<file path="src/rtl/icpg_pkg.sv">
package icpg_pkg;

   localparam int LANES   = 2;
   localparam int ADDR_W  = 5;
   localparam int DATA_W  = 32;
   localparam int NOW_W   = 32;
   localparam int INDEX_W = 10;
   localparam int COLOR_W = 32;
   localparam int PHASE_W = 8;
   localparam int COUNT_W = 7;
   localparam int TOTAL_W = 8;
   localparam int PAT_W   = 14;
   localparam int PER_W   = 16;
   localparam int MODE_W  = 4;

   localparam logic KIND_TIME  = 1'b0;
   localparam logic KIND_PIXEL = 1'b1;

   localparam logic [COUNT_W-1:0] COUNT_MIN  = 7'd1;
   localparam logic [COUNT_W-1:0] COUNT_MAX  = 7'd120;
   localparam logic [PER_W-1:0]   PERIOD_MIN = 16'd20;
   localparam logic [PER_W-1:0]   PERIOD_MAX = 16'd60000;

   localparam logic [PAT_W-1:0]   PATTERN_RESET    = 14'd129;
   localparam logic [COLOR_W-1:0] COLOR_EVEN_RESET = 32'h00FF_0000;
   localparam logic [COLOR_W-1:0] COLOR_ODD_RESET  = 32'h0000_00FF;
   localparam logic [PER_W-1:0]   PERIOD_RESET     = 16'd100;

   typedef enum logic [2:0] {
      REG_PATTERN_EVEN = 3'd0,
      REG_PATTERN_ODD  = 3'd1,
      REG_COLOR_EVEN   = 3'd2,
      REG_COLOR_ODD    = 3'd3,
      REG_PERIOD_EVEN  = 3'd4,
      REG_PERIOD_ODD   = 3'd5,
      REG_MODE_FLAGS   = 3'd6
   } reg_addr_type;

endpackage

</file>
<file path="src/rtl/icpg_req_if.sv">
interface icpg_req_if;
   logic                          valid;
   logic                          ready;
   logic                          kind;
   logic [icpg_pkg::NOW_W-1:0]    now_ms;
   logic [icpg_pkg::INDEX_W-1:0]  pixel_index;

   modport source (output valid, output kind, output now_ms, output pixel_index,
                   input ready);
   modport sink (input valid, input kind, input now_ms, input pixel_index,
                 output ready);
endinterface

</file>
<file path="src/rtl/icpg_rsp_if.sv">
interface icpg_rsp_if;
   logic                          valid;
   logic                          ready;
   logic [icpg_pkg::COLOR_W-1:0]  pixel_color;

   modport source (output valid, output pixel_color, input ready);
   modport sink (input valid, input pixel_color, output ready);
endinterface

</file>
<file path="src/rtl/interleaved_chase_pattern_generator_top.sv">
// A time word occupies the block for a load, a bit-serial division of the elapsed time
// by each channel's period (both channels side by side) and an update. A pixel word is
// reduced bit-serially modulo its channel's pattern length; its colour is registered
// in an output state that waits while an earlier result is untaken, and the next word
// enters only when the block is idle. Reset is synchronous and active high; it restores
// every configuration register to its documented value and clears both phases and times.
module interleaved_chase_pattern_generator_top #(
   parameter int MAX_PIXELS = 1024
) (
   input  logic                          clock,
   input  logic                          reset,
   icpg_req_if.sink                      req,
   icpg_rsp_if.source                    rsp,
   input  logic                          psel,
   input  logic                          penable,
   input  logic                          pwrite,
   input  logic [icpg_pkg::ADDR_W-1:0]   paddr,
   input  logic [icpg_pkg::DATA_W-1:0]   pwdata,
   output logic [icpg_pkg::DATA_W-1:0]   prdata,
   output logic                          pready
);

   localparam int DIV_STEPS = icpg_pkg::NOW_W;
   localparam int SUM_W     = icpg_pkg::INDEX_W;
   localparam int CNT_W     = $clog2(DIV_STEPS);

   typedef enum logic [4:0] {
      ST_IDLE  = 5'b00001,
      ST_DIV   = 5'b00010,
      ST_UPD   = 5'b00100,
      ST_PIX   = 5'b01000,
      ST_PDONE = 5'b10000
   } state_type;

   function automatic logic [icpg_pkg::COUNT_W-1:0] clamp_count(
      input logic [icpg_pkg::COUNT_W-1:0] v);
      logic [icpg_pkg::COUNT_W-1:0] r;
      r = v;
      if (v < icpg_pkg::COUNT_MIN) r = icpg_pkg::COUNT_MIN;
      else if (v > icpg_pkg::COUNT_MAX) r = icpg_pkg::COUNT_MAX;
      return r;
   endfunction

   function automatic logic [icpg_pkg::PER_W-1:0] clamp_period(
      input logic [icpg_pkg::PER_W-1:0] v);
      logic [icpg_pkg::PER_W-1:0] r;
      r = v;
      if (v < icpg_pkg::PERIOD_MIN) r = icpg_pkg::PERIOD_MIN;
      else if (v > icpg_pkg::PERIOD_MAX) r = icpg_pkg::PERIOD_MAX;
      return r;
   endfunction

   // One step of an MSB-first modulo reduction; r is always below m.
   function automatic logic [icpg_pkg::TOTAL_W-1:0] mod_shift(
      input logic [icpg_pkg::TOTAL_W-1:0] r, input logic b,
      input logic [icpg_pkg::TOTAL_W-1:0] m);
      logic [icpg_pkg::TOTAL_W:0] v;
      logic [icpg_pkg::TOTAL_W:0] d;
      v = {r, b};
      d = v - {1'b0, m};
      if (v >= {1'b0, m}) return d[icpg_pkg::TOTAL_W-1:0];
      else return v[icpg_pkg::TOTAL_W-1:0];
   endfunction

   logic [icpg_pkg::LANES-1:0][icpg_pkg::PAT_W-1:0]    pattern_ff, pattern_in;
   logic [icpg_pkg::LANES-1:0][icpg_pkg::COLOR_W-1:0]  color_ff, color_in;
   logic [icpg_pkg::LANES-1:0][icpg_pkg::PER_W-1:0]    period_ff, period_in;
   logic [icpg_pkg::MODE_W-1:0]                        mode_ff, mode_in;

   logic [icpg_pkg::LANES-1:0][icpg_pkg::COUNT_W-1:0]  on_c;
   logic [icpg_pkg::LANES-1:0][icpg_pkg::COUNT_W-1:0]  off_c;
   logic [icpg_pkg::LANES-1:0][icpg_pkg::TOTAL_W-1:0]  total_c;
   logic [icpg_pkg::LANES-1:0][icpg_pkg::PER_W-1:0]    period_c;

   state_type                                          state_ff, state_in;
   logic [CNT_W-1:0]                                   cnt_ff, cnt_in;
   logic [icpg_pkg::NOW_W-1:0]                         now_ff, now_in;

   logic [icpg_pkg::LANES-1:0][icpg_pkg::PHASE_W-1:0]  phase_ff, phase_in;
   logic [icpg_pkg::LANES-1:0][icpg_pkg::NOW_W-1:0]    last_ff, last_in;
   logic [icpg_pkg::LANES-1:0][icpg_pkg::NOW_W-1:0]    elapsed_ff, elapsed_in;
   logic [icpg_pkg::LANES-1:0][icpg_pkg::PER_W-1:0]    rem_ff, rem_in;
   logic [icpg_pkg::LANES-1:0][icpg_pkg::TOTAL_W-1:0]  step_ff, step_in;
   logic [icpg_pkg::LANES-1:0][icpg_pkg::TOTAL_W-1:0]  pmod_ff, pmod_in;
   logic [icpg_pkg::LANES-1:0][icpg_pkg::PHASE_W-1:0]  pshift_ff, pshift_in;
   logic [icpg_pkg::LANES-1:0]                         qnz_ff, qnz_in;
   logic [icpg_pkg::LANES-1:0]                         run_ff, run_in;

   logic                                               ch_ff, ch_in;
   logic                                               inrange_ff, inrange_in;
   logic [SUM_W-1:0]                                   psum_ff, psum_in;
   logic [icpg_pkg::TOTAL_W-1:0]                       pacc_ff, pacc_in;

   logic                                               rsp_valid_ff, rsp_valid_in;
   logic [icpg_pkg::COLOR_W-1:0]                       rsp_color_ff, rsp_color_in;

   logic                                               cfg_write;
   icpg_pkg::reg_addr_type                             cfg_addr;

   assign pready    = 1'b1;
   assign cfg_write = psel && penable && pwrite;
   assign cfg_addr  = icpg_pkg::reg_addr_type'(paddr[icpg_pkg::ADDR_W-1:2]);

   always_comb begin
      pattern_in = pattern_ff;
      color_in   = color_ff;
      period_in  = period_ff;
      mode_in    = mode_ff;
      if (cfg_write) begin
         unique case (cfg_addr)
            icpg_pkg::REG_PATTERN_EVEN: pattern_in[0] = pwdata[icpg_pkg::PAT_W-1:0];
            icpg_pkg::REG_PATTERN_ODD:  pattern_in[1] = pwdata[icpg_pkg::PAT_W-1:0];
            icpg_pkg::REG_COLOR_EVEN:   color_in[0]   = pwdata[icpg_pkg::COLOR_W-1:0];
            icpg_pkg::REG_COLOR_ODD:    color_in[1]   = pwdata[icpg_pkg::COLOR_W-1:0];
            icpg_pkg::REG_PERIOD_EVEN:  period_in[0]  = pwdata[icpg_pkg::PER_W-1:0];
            icpg_pkg::REG_PERIOD_ODD:   period_in[1]  = pwdata[icpg_pkg::PER_W-1:0];
            icpg_pkg::REG_MODE_FLAGS:   mode_in       = pwdata[icpg_pkg::MODE_W-1:0];
            default: ;
         endcase
      end
   end

   always_comb begin
      unique case (cfg_addr)
         icpg_pkg::REG_PATTERN_EVEN: prdata = 32'(pattern_ff[0]);
         icpg_pkg::REG_PATTERN_ODD:  prdata = 32'(pattern_ff[1]);
         icpg_pkg::REG_COLOR_EVEN:   prdata = 32'(color_ff[0]);
         icpg_pkg::REG_COLOR_ODD:    prdata = 32'(color_ff[1]);
         icpg_pkg::REG_PERIOD_EVEN:  prdata = 32'(period_ff[0]);
         icpg_pkg::REG_PERIOD_ODD:   prdata = 32'(period_ff[1]);
         icpg_pkg::REG_MODE_FLAGS:   prdata = 32'(mode_ff);
         default:                    prdata = '0;
      endcase
   end

   always_comb begin
      for (int l = 0; l < icpg_pkg::LANES; l++) begin
         on_c[l]     = clamp_count(pattern_ff[l][icpg_pkg::COUNT_W-1:0]);
         off_c[l]    = clamp_count(pattern_ff[l][icpg_pkg::PAT_W-1:icpg_pkg::COUNT_W]);
         total_c[l]  = icpg_pkg::TOTAL_W'(on_c[l]) + icpg_pkg::TOTAL_W'(off_c[l]);
         period_c[l] = clamp_period(period_ff[l]);
      end
   end

   assign req.ready       = (state_ff == ST_IDLE);
   assign rsp.valid       = rsp_valid_ff;
   assign rsp.pixel_color = rsp_color_ff;

   always_comb begin
      logic [icpg_pkg::PER_W:0]     trial;
      logic [icpg_pkg::PER_W:0]     trial_sub;
      logic                         q;
      logic [icpg_pkg::TOTAL_W:0]   sum;
      logic [icpg_pkg::TOTAL_W:0]   nxt;

      state_in     = state_ff;
      cnt_in       = cnt_ff;
      now_in       = now_ff;
      phase_in     = phase_ff;
      last_in      = last_ff;
      elapsed_in   = elapsed_ff;
      rem_in       = rem_ff;
      step_in      = step_ff;
      pmod_in      = pmod_ff;
      pshift_in    = pshift_ff;
      qnz_in       = qnz_ff;
      run_in       = run_ff;
      ch_in        = ch_ff;
      inrange_in   = inrange_ff;
      psum_in      = psum_ff;
      pacc_in      = pacc_ff;
      rsp_valid_in = rsp_valid_ff;
      rsp_color_in = rsp_color_ff;
      trial        = '0;
      trial_sub    = '0;
      q            = 1'b0;
      sum          = '0;
      nxt          = '0;

      if (rsp.ready) rsp_valid_in = 1'b0;

      unique case (state_ff)
         ST_IDLE: begin
            if (req.valid) begin
               cnt_in = '0;
               if (req.kind == icpg_pkg::KIND_TIME) begin
                  now_in = req.now_ms;
                  for (int l = 0; l < icpg_pkg::LANES; l++) begin
                     run_in[l]     = !mode_ff[2*l];
                     elapsed_in[l] = req.now_ms - last_ff[l];
                     rem_in[l]     = '0;
                     step_in[l]    = '0;
                     pmod_in[l]    = '0;
                     pshift_in[l]  = phase_ff[l];
                     qnz_in[l]     = 1'b0;
                     if (mode_ff[2*l]) last_in[l] = req.now_ms;
                  end
                  state_in = ST_DIV;
               end else begin
                  ch_in      = req.pixel_index[0];
                  inrange_in = (32'(req.pixel_index) < 32'(MAX_PIXELS));
                  psum_in    = SUM_W'(phase_ff[req.pixel_index[0]])
                             + SUM_W'(req.pixel_index[icpg_pkg::INDEX_W-1:1]);
                  pacc_in    = '0;
                  state_in   = ST_PIX;
               end
            end
         end
         ST_DIV: begin
            for (int l = 0; l < icpg_pkg::LANES; l++) begin
               trial     = {rem_ff[l], elapsed_ff[l][icpg_pkg::NOW_W-1]};
               trial_sub = trial - {1'b0, period_c[l]};
               q         = (trial >= {1'b0, period_c[l]});
               rem_in[l] = q ? trial_sub[icpg_pkg::PER_W-1:0] : trial[icpg_pkg::PER_W-1:0];
               elapsed_in[l] = {elapsed_ff[l][icpg_pkg::NOW_W-2:0], 1'b0};
               step_in[l]    = mod_shift(step_ff[l], q, total_c[l]);
               qnz_in[l]     = qnz_ff[l] | q;
               if (cnt_ff < CNT_W'(icpg_pkg::PHASE_W)) begin
                  pmod_in[l]   = mod_shift(pmod_ff[l], pshift_ff[l][icpg_pkg::PHASE_W-1],
                                           total_c[l]);
                  pshift_in[l] = {pshift_ff[l][icpg_pkg::PHASE_W-2:0], 1'b0};
               end
            end
            cnt_in = cnt_ff + 1'b1;
            if (cnt_ff == CNT_W'(DIV_STEPS - 1)) state_in = ST_UPD;
         end
         ST_UPD: begin
            for (int l = 0; l < icpg_pkg::LANES; l++) begin
               if (mode_ff[2*l+1]) begin
                  sum = {1'b0, pmod_ff[l]} + {1'b0, step_ff[l]};
                  nxt = (sum >= {1'b0, total_c[l]}) ? sum - {1'b0, total_c[l]} : sum;
               end else if (pmod_ff[l] >= step_ff[l]) begin
                  nxt = {1'b0, pmod_ff[l]} - {1'b0, step_ff[l]};
               end else begin
                  nxt = {1'b0, pmod_ff[l]} + {1'b0, total_c[l]} - {1'b0, step_ff[l]};
               end
               if (run_ff[l] && qnz_ff[l]) begin
                  phase_in[l] = nxt[icpg_pkg::PHASE_W-1:0];
                  last_in[l]  = now_ff;
               end
            end
            state_in = ST_IDLE;
         end
         ST_PIX: begin
            pacc_in = mod_shift(pacc_ff, psum_ff[SUM_W-1], total_c[ch_ff]);
            psum_in = {psum_ff[SUM_W-2:0], 1'b0};
            cnt_in  = cnt_ff + 1'b1;
            if (cnt_ff == CNT_W'(SUM_W - 1)) state_in = ST_PDONE;
         end
         ST_PDONE: begin
            if (!rsp_valid_ff || rsp.ready) begin
               rsp_valid_in = 1'b1;
               rsp_color_in = (inrange_ff && (pacc_ff < icpg_pkg::TOTAL_W'(on_c[ch_ff])))
                            ? color_ff[ch_ff] : '0;
               state_in     = ST_IDLE;
            end
         end
         default: state_in = ST_IDLE;
      endcase
   end

   always_ff @(posedge clock) begin
      if (reset) begin
         pattern_ff   <= {icpg_pkg::PATTERN_RESET, icpg_pkg::PATTERN_RESET};
         color_ff     <= {icpg_pkg::COLOR_ODD_RESET, icpg_pkg::COLOR_EVEN_RESET};
         period_ff    <= {icpg_pkg::PERIOD_RESET, icpg_pkg::PERIOD_RESET};
         mode_ff      <= '0;
         state_ff     <= ST_IDLE;
         phase_ff     <= '0;
         last_ff      <= '0;
         rsp_valid_ff <= 1'b0;
      end else begin
         pattern_ff   <= pattern_in;
         color_ff     <= color_in;
         period_ff    <= period_in;
         mode_ff      <= mode_in;
         state_ff     <= state_in;
         phase_ff     <= phase_in;
         last_ff      <= last_in;
         rsp_valid_ff <= rsp_valid_in;
      end
      cnt_ff       <= cnt_in;
      now_ff       <= now_in;
      elapsed_ff   <= elapsed_in;
      rem_ff       <= rem_in;
      step_ff      <= step_in;
      pmod_ff      <= pmod_in;
      pshift_ff    <= pshift_in;
      qnz_ff       <= qnz_in;
      run_ff       <= run_in;
      ch_ff        <= ch_in;
      inrange_ff   <= inrange_in;
      psum_ff      <= psum_in;
      pacc_ff      <= pacc_in;
      rsp_color_ff <= rsp_color_in;
   end

`ifndef SYNTHESIS
   a_rem_below_period: assert property (@(posedge clock) disable iff (reset)
      (state_ff == ST_DIV) |-> (rem_ff[0] < period_c[0]))
      else $error("division remainder not below the period");

   a_step_below_total: assert property (@(posedge clock) disable iff (reset)
      (state_ff == ST_DIV) |-> (step_ff[1] < total_c[1]))
      else $error("frame step not reduced below the cycle length");

   a_phase_reduced: assert property (@(posedge clock) disable iff (reset)
      (state_ff == ST_UPD && run_ff[0] && qnz_ff[0]) |=> (phase_ff[0] < total_c[0]))
      else $error("updated phase not below the cycle length");

   a_rsp_from_pdone: assert property (@(posedge clock) disable iff (reset)
      $rose(rsp_valid_ff) |-> $past(state_ff == ST_PDONE))
      else $error("result word raised outside the output state");
`endif

endmodule

</file>
<file path="src/flat_wrapper.sv">
// flat-port wrapper written by rule: the top's interface ports become plain ports
module interleaved_chase_pattern_generator_top_flat 
#(
   parameter int MAX_PIXELS = 1024
)
  (clock, reset, psel, penable, pwrite, paddr, pwdata, prdata, pready, req_valid, req_kind, req_now_ms, req_pixel_index, req_ready, rsp_valid, rsp_pixel_color, rsp_ready);
  icpg_req_if req_i ();
  icpg_rsp_if rsp_i ();
  input  logic clock;
  input  logic reset;
  input  logic psel;
  input  logic penable;
  input  logic pwrite;
  input  logic [icpg_pkg::ADDR_W-1:0] paddr;
  input  logic [icpg_pkg::DATA_W-1:0] pwdata;
  output logic [icpg_pkg::DATA_W-1:0] prdata;
  output logic pready;
  input wire logic [$bits(req_i.valid)-1:0] req_valid;
  input wire logic [$bits(req_i.kind)-1:0] req_kind;
  input wire logic [$bits(req_i.now_ms)-1:0] req_now_ms;
  input wire logic [$bits(req_i.pixel_index)-1:0] req_pixel_index;
  output wire logic [$bits(req_i.ready)-1:0] req_ready;
  output wire logic [$bits(rsp_i.valid)-1:0] rsp_valid;
  output wire logic [$bits(rsp_i.pixel_color)-1:0] rsp_pixel_color;
  input wire logic [$bits(rsp_i.ready)-1:0] rsp_ready;
  assign req_i.valid = req_valid;
  assign req_i.kind = req_kind;
  assign req_i.now_ms = req_now_ms;
  assign req_i.pixel_index = req_pixel_index;
  assign req_ready = req_i.ready;
  assign rsp_valid = rsp_i.valid;
  assign rsp_pixel_color = rsp_i.pixel_color;
  assign rsp_i.ready = rsp_ready;
  interleaved_chase_pattern_generator_top #(.MAX_PIXELS(MAX_PIXELS)) u_core (.clock(clock), .reset(reset), .req(req_i), .rsp(rsp_i), .psel(psel), .penable(penable), .pwrite(pwrite), .paddr(paddr), .pwdata(pwdata), .prdata(prdata), .pready(pready));
endmodule
</file>
<file path="config.mk">
export PLATFORM = sky130hd
export DESIGN_NAME = interleaved_chase_pattern_generator_top_flat
export DESIGN_NICKNAME = d
export VERILOG_FILES = /design/src/rtl/icpg_pkg.sv /design/src/rtl/icpg_req_if.sv /design/src/rtl/icpg_rsp_if.sv /design/src/rtl/interleaved_chase_pattern_generator_top.sv /design/src/flat_wrapper.sv
export SDC_FILE = /design/constraint.sdc
export NUM_CORES = 1
export LEC_CHECK = 0
export BUFFER_PORTS_ARGS = -buffer_cell sky130_fd_sc_hd__buf_2
export CORE_MARGIN = 2
export CORE_UTILIZATION = 40
export DETAILED_ROUTE_END_ITERATION = 12
export REMOVE_ABC_BUFFERS = 1
export SLEW_MARGIN = 0
export SYNTH_ARGS = -nofsm -noshare
export SYNTH_HDL_FRONTEND = slang
export SYNTH_SLANG_ARGS = --single-unit
export TNS_END_PERCENT = 20
</file>
<file path="constraint.sdc">
create_clock -name clock -period 15.8 [get_ports clock]
set_clock_uncertainty 0.1 [all_clocks]
set_input_delay 3.16 -clock clock [delete_from_list [all_inputs] [get_ports clock]]
set_output_delay 3.16 -clock clock [all_outputs]
set_load 0.1 [all_outputs]
</file>
### After elaboration in Yosys (flattened, before gate mapping)

Cells that the tools add are included.

| operators by class | value |
|---|---|
| eq/ne operators | 24 |
| add/subtract/negate cells | 23 |
| reductions and logical operators | 33 |
| bitwise logic cells | 3 |
| magnitude comparators | 27 |
| mux-type cells | 78 |

Operators with widths:

| operator | count |
|---|---|
| 32-bit two-way mux | 8 |
| 64-bit two-way mux | 4 |
| 64-bit one-hot mux with 2 select lines | 2 |
| 32-bit one-hot mux with 7 select lines | 1 |
| 8-bit two-way mux | 21 |
| 16-bit two-way mux | 10 |
| 16-bit one-hot mux with 2 select lines | 3 |
| 8-bit subtractor | 11 |
| 7-bit two-way mux | 10 |
| 32-bit one-hot mux with 2 select lines | 1 |
| 32-bit subtractor | 2 |
| 9-bit by 8-bit greater-or-equal comparator with 1-bit output | 7 |
| 17-bit by 16-bit greater-or-equal comparator with 1-bit output | 2 |
| 16-bit greater-than comparator, second input constant | 2 |
| 16-bit by 5-bit < comparator with 1-bit output, second input constant | 2 |
| 16-bit subtractor | 2 |
| 7-bit greater-than comparator, second input constant | 4 |
| 7-bit by 1-bit < comparator with 1-bit output, second input constant | 4 |
| 5-bit two-way mux | 5 |
| 2-bit AND reduction | 11 |
| 10-bit two-way mux | 2 |
| 10-bit one-hot mux with 2 select lines | 1 |
| 5-bit one-hot mux with 4 select lines | 1 |
| 8-bit by 8-bit adder with 9-bit output | 2 |
| 35 further kinds | 70 |

| storage, ports and cells | value |
|---|---|
| word-level logic and storage cells | 219 |
| output and inout bits | 67 |
| bits in registers | 450 |

### Logic depth before layout (Yosys ltp)

| depth | value |
|---|---|
| depth in word-level cells | 9 |
| gate-level depth with buffers | 30 |
| gate-level depth less buffers | 29 |

### Worst setup path before layout

OpenSTA, ideal clock, no wires.

| timing | value |
|---|---|
| path kind | in2out |
| start | input port paddr[2] (netlist name) |
| end | output port prdata[9] (netlist name) |
| setup slack | 6.042 ns |
| buffers on the path | 3 |
| data arrival time | 6.498 ns |
| stages on the path | 5 |
| required time | 12.540 ns |
| cell sequence | clkbuf_1 -> buf_1 -> buf_1 -> mux2i_1 -> o21ai_0 |

| between the ends | value |
|---|---|
| cells in the longest elaborated chain, start to end | 2 |
| elaborated cells on any way between the ends | 8 |

Ends and longest elaborated chain:

| element | line | text |
|---|---|---|
| start, declared | flat_wrapper.sv:14 | `input logic [icpg_pkg::ADDR_W-1:0] paddr;` |
| 3-bit == test (tied with other cells) | interleaved_chase_pattern_generator_top.sv:124 | `unique case (cfg_addr)` |
| 32-bit one-hot mux with 7 select lines * | interleaved_chase_pattern_generator_top.sv:124 |  |
| end, declared | flat_wrapper.sv:16 | `output logic [icpg_pkg::DATA_W-1:0] prdata;` |

Mark *: on every way between the ends. The rest lies on a longest branch, timed or not.

### Final worst setup path

| timing | value |
|---|---|
| start | input port paddr[2] (netlist name) |
| end | output port prdata[2] (netlist name) |

Same word-level chain as after synthesis.

==> metrics.md <==
| Metric | Value |
|---|---|
| CP Data Arrival Time | `5.41 ns` |
| Top post-synthesis cells by area | `edfxtp_1 24%, dfxtp_1 14%, ha_1 9.7%, nand2_1 5.8%, mux2i_1 5.3%` |
| Max Transition Viols Final | `0` |
| DRT Pass-1 Iters | `5` |
| Place WS | `7.22 ns` |
| Clock slew at reported path FFs | `0.06 ns` |
| Post-CTS Setup Bufs | `0` |
| First-pass GRT wire length | `128000 um` |
| Largest net degree at the start of global routing | `84` |
| Post-route ant nets | `0` |
| Max cap viols | `0` |
| RSZ-0062 raised after global routing | `false` |
| Core area | `74200 um^2` |
| WL/cell | `~18 um` |
| Syn Std Cell Area | `29900 um^2` |
| Slowest Stage Delay on Critical Path | `0.65 ns` |
| Switch share | `between 20 and 30%` |
| Hold Path Class | `flop to flop` |
| CP startpoint kind | `input pin` |
| Synth warnings | `0` |
| Cell chain of the critical path | `buf_2, buf_4, nor2b_1, a221oi_1, o21ai_0, buf_2` |
| Die area | `76900 um^2` |
| Int Power | `~2.4 mW` |
| Via/cell ratio | `between 5 and 6` |
| Diode count | `0` |
| Final worst path period share | `54.8%` |
| Clk buf depth | `3` |
| Status | `finished, final reports clean` |
| Layout area overhead | `11.8%` |
| CP required | `~13 ns` |
| # H-tree levels | `2` |
| Tightest Pin Transition | `1.12 ns` |
| Most numerous cell in the Yosys netlist | `nand2_1` |
| Final Routed Wirelength | `79500 um` |
| Post-synth top cells | `461 x nand2_1, 367 x nor2_1, 285 x a21oi_1` |
| Ys flop type | `edfxtp_1` |
| GPL Wtd Cong | `a little over 0.9` |
| Hold Buf Count CTS | `0` |
| Reg power frac | `40.0%` |
| Post-synth EDFFs | `about 240` |
| Final worst slack | `7.13 ns` |
| CTS tree | `built` |
| Nets@finish | `approximately 3800` |
| Post-route DRC | `0` |
| Detail Placement HPWL | `between 50000 and 60000 um` |
| Final worst path period need | `~8.7 ns` |
| Post-CTS sizing | `0` |
| Cts bufs inserted | `52` |
| Share of layout cells above drive strength 1 | `9.90%` |
| Inst Count DP | `4366` |
| Crit path from | `paddr[2]` |
| Critical path buffers and inverters | `3` |
| Lkg Pwr | `13.0 nW` |
| Pwr dens | `~100 nW/um^2` |
| Crit-path max FO | `57` |
| RR Startpoint | `u_core.period_ff[16]$_SDFFE_PP0P_` |
| I/O pin count | `~150` |
| Sequential share of the synthesized area | `38.1%` |
| Cell at the slowest stage of the critical path | `buf_4` |
| Clock Power Share | `39.4%` |
| Buffers added on ports | `150` |
| CP most frequent cell | `buf_2` |
| Vias in the first global route | `~23000` |
| Yosys top cell by area | `edfxtp_1` |
| CTS Sinks | `450` |
| Number of synthesized register bits | `450` |
| Post-Syn Instances | `~3400` |
| Final Hold Fails | `0` |
| Psw | `0.983 mW` |
| Max Freq | `0.115 GHz` |
| Die W | `277 um` |
| Synth top area share | `23.7%` |
| Standard-cell rows | `100` |
| Finished Layout Cells | `4464` |
| Hold_sp | `u_core.color_ff[4]$_SDFFE_PP0P_` |
| # fillers | `between 7000 and 8000` |
| Total number of vias | `24200` |
| Setup CP Type | `input pin to output pin` |
| Logic pwr share | `20.6%` |
| IR drop worst, VDD | `just under 0.1 mV` |
| Clk root buf | `clkbuf_16` |
| Final setup violation count | `0` |
| Endpoint class of the critical path | `output pin` |
| Post-route setup TNS | `0 ns` |
| Ys async rst share | `0%` |
| Max-slew headroom | `24.7%` |
| Worst skew pair latency | `roughly 0.63 ns` |
| Initial antenna violation count | `0` |
| Synth unique cells | `93` |
| Top delay family on crit path | `buffers and inverters` |
| DRT iter0 DRCs | `about 1600` |
| Avg Synthesized Cell Area | `between 8 and 9 um^2` |
| Tot GR Track Use | `around 20%` |
| Congestion Overflow GR | `0` |
| Height of the die | `277 um` |
| Initial Util | `40.2%` |
==> through the flow <==
step | total power [mW] | hold slack (ns) | util (%) | area, um^2
final | 3.33 | 0.368 | 45.0 | 33400
after global routing | 3.49 | 0.390 | 45.0 | 33400
after CTS | 3.36 | 0.369 | 45.0 | 33400
after detailed placement | 2.04 | 0.361 | 42.5 | 31500
after global placement | 2.04 | 0.355 | 42.5 | 31500
after floorplan | 1.87 | 0.339 | - | 29200
==> final timing paths <==
| path | to | slack (ns) | depth (start not counted) |
|---|---|---|---|
| worst max register to register | u_core.step_ff[13]$_SDFFCE_PN0P_ | 10.16 | 27 |
| worst max-delay path | prdata[2] | 7.13 | 6 |
| worst min-delay path | u_core.color_ff[4]$_SDFFE_PP0P_ | 0.37 | 2 |
| worst min register to register | u_core.color_ff[4]$_SDFFE_PP0P_ | 0.37 | 2 |
==> cell type report <==
class                   instances  area (um^2)  share of cell area (%)
repair buffers                180          982                    2.94
clock buffers                  74         1560                    4.67
inverters                     197          739                    2.22
flip-flops and latches        450        11400                    34.1
well taps                     969         1210                    3.63
multi-input cells            2570        17200                    51.5
clock inverters                24          319                   0.956
==> flip-flops by register name, summed over array words and instances (netlist names), 8 cells and up <==
| register | flops |
|---|---|
| u_core.rem_ff | 32 |
| u_core.pmod_ff | 16 |
| u_core.psum_ff | 10 |
| u_core.pattern_ff | 28 |
| u_core.phase_ff | 16 |
| u_core.rsp.pixel_color | 32 |
| u_core.pshift_ff | 16 |
| u_core.now_ff | 32 |
| u_core.elapsed_ff | 64 |
| u_core.last_ff | 64 |
| u_core.color_ff | 64 |
| u_core.step_ff | 16 |
| u_core.pacc_ff | 8 |
| u_core.period_ff | 32 |
==> layer usage <==
layer	GRT usage [%]	up-vias	part of all wire, %
met3	2.28	120	4.4
met4	5.50	0	2.4
met2	34.4	545	47
met5	0	-	0
li1	-	12100	-
met1	27.6	11500	46
==> cells by family (layout without fill, tap and decap cells) <==
logic type      count (synthesis)  count (layout)  synth area share [%]
compound gates                799             799                  17.2
buf+inv                       360             475                  4.66
flops                         450             450                  38.1
xor+xnor                      143             143                  4.19
other cells                     1               1                0.0126
fa+ha+maj                     263             263                  11.8
mux                           185             185                  6.39
simple gates                 1179            1179                  17.7
==> layout by cell type (no fill, tap or decap), drive strengths merged, types with 144 or more instances in the layout <==
master / count
buf: 180
dfxtp: 214
nor2: 367
edfxtp: 236
o21ai: 144
inv: 203
a21oi: 289
nand2: 461
mux2i: 159
ha: 231
==> power groups by stage <==
stage	clock network (mW)	registers [mW]	logic, mW
6_report	1.31	1.33	0.687
5_1_grt	1.39	1.34	0.768
4_1_cts	1.34	1.33	0.690
3_5_place_dp	0	1.36	0.686
3_3_place_gp	0	1.36	0.681
2_1_floorplan	0	1.36	0.515
==> worst reg2reg max path, delay by kind of cell, from the launching register on <==
family | cells | cell delay [ns]
mux | 1 | 0.20
fa+ha+maj | 2 | 0.44
buf+inv | 1 | 0.12
flops | 1 | 0.35
compound gates | 15 | 3.18
simple gates | 8 | 0.94
Power figures use the tool's default switching activity.
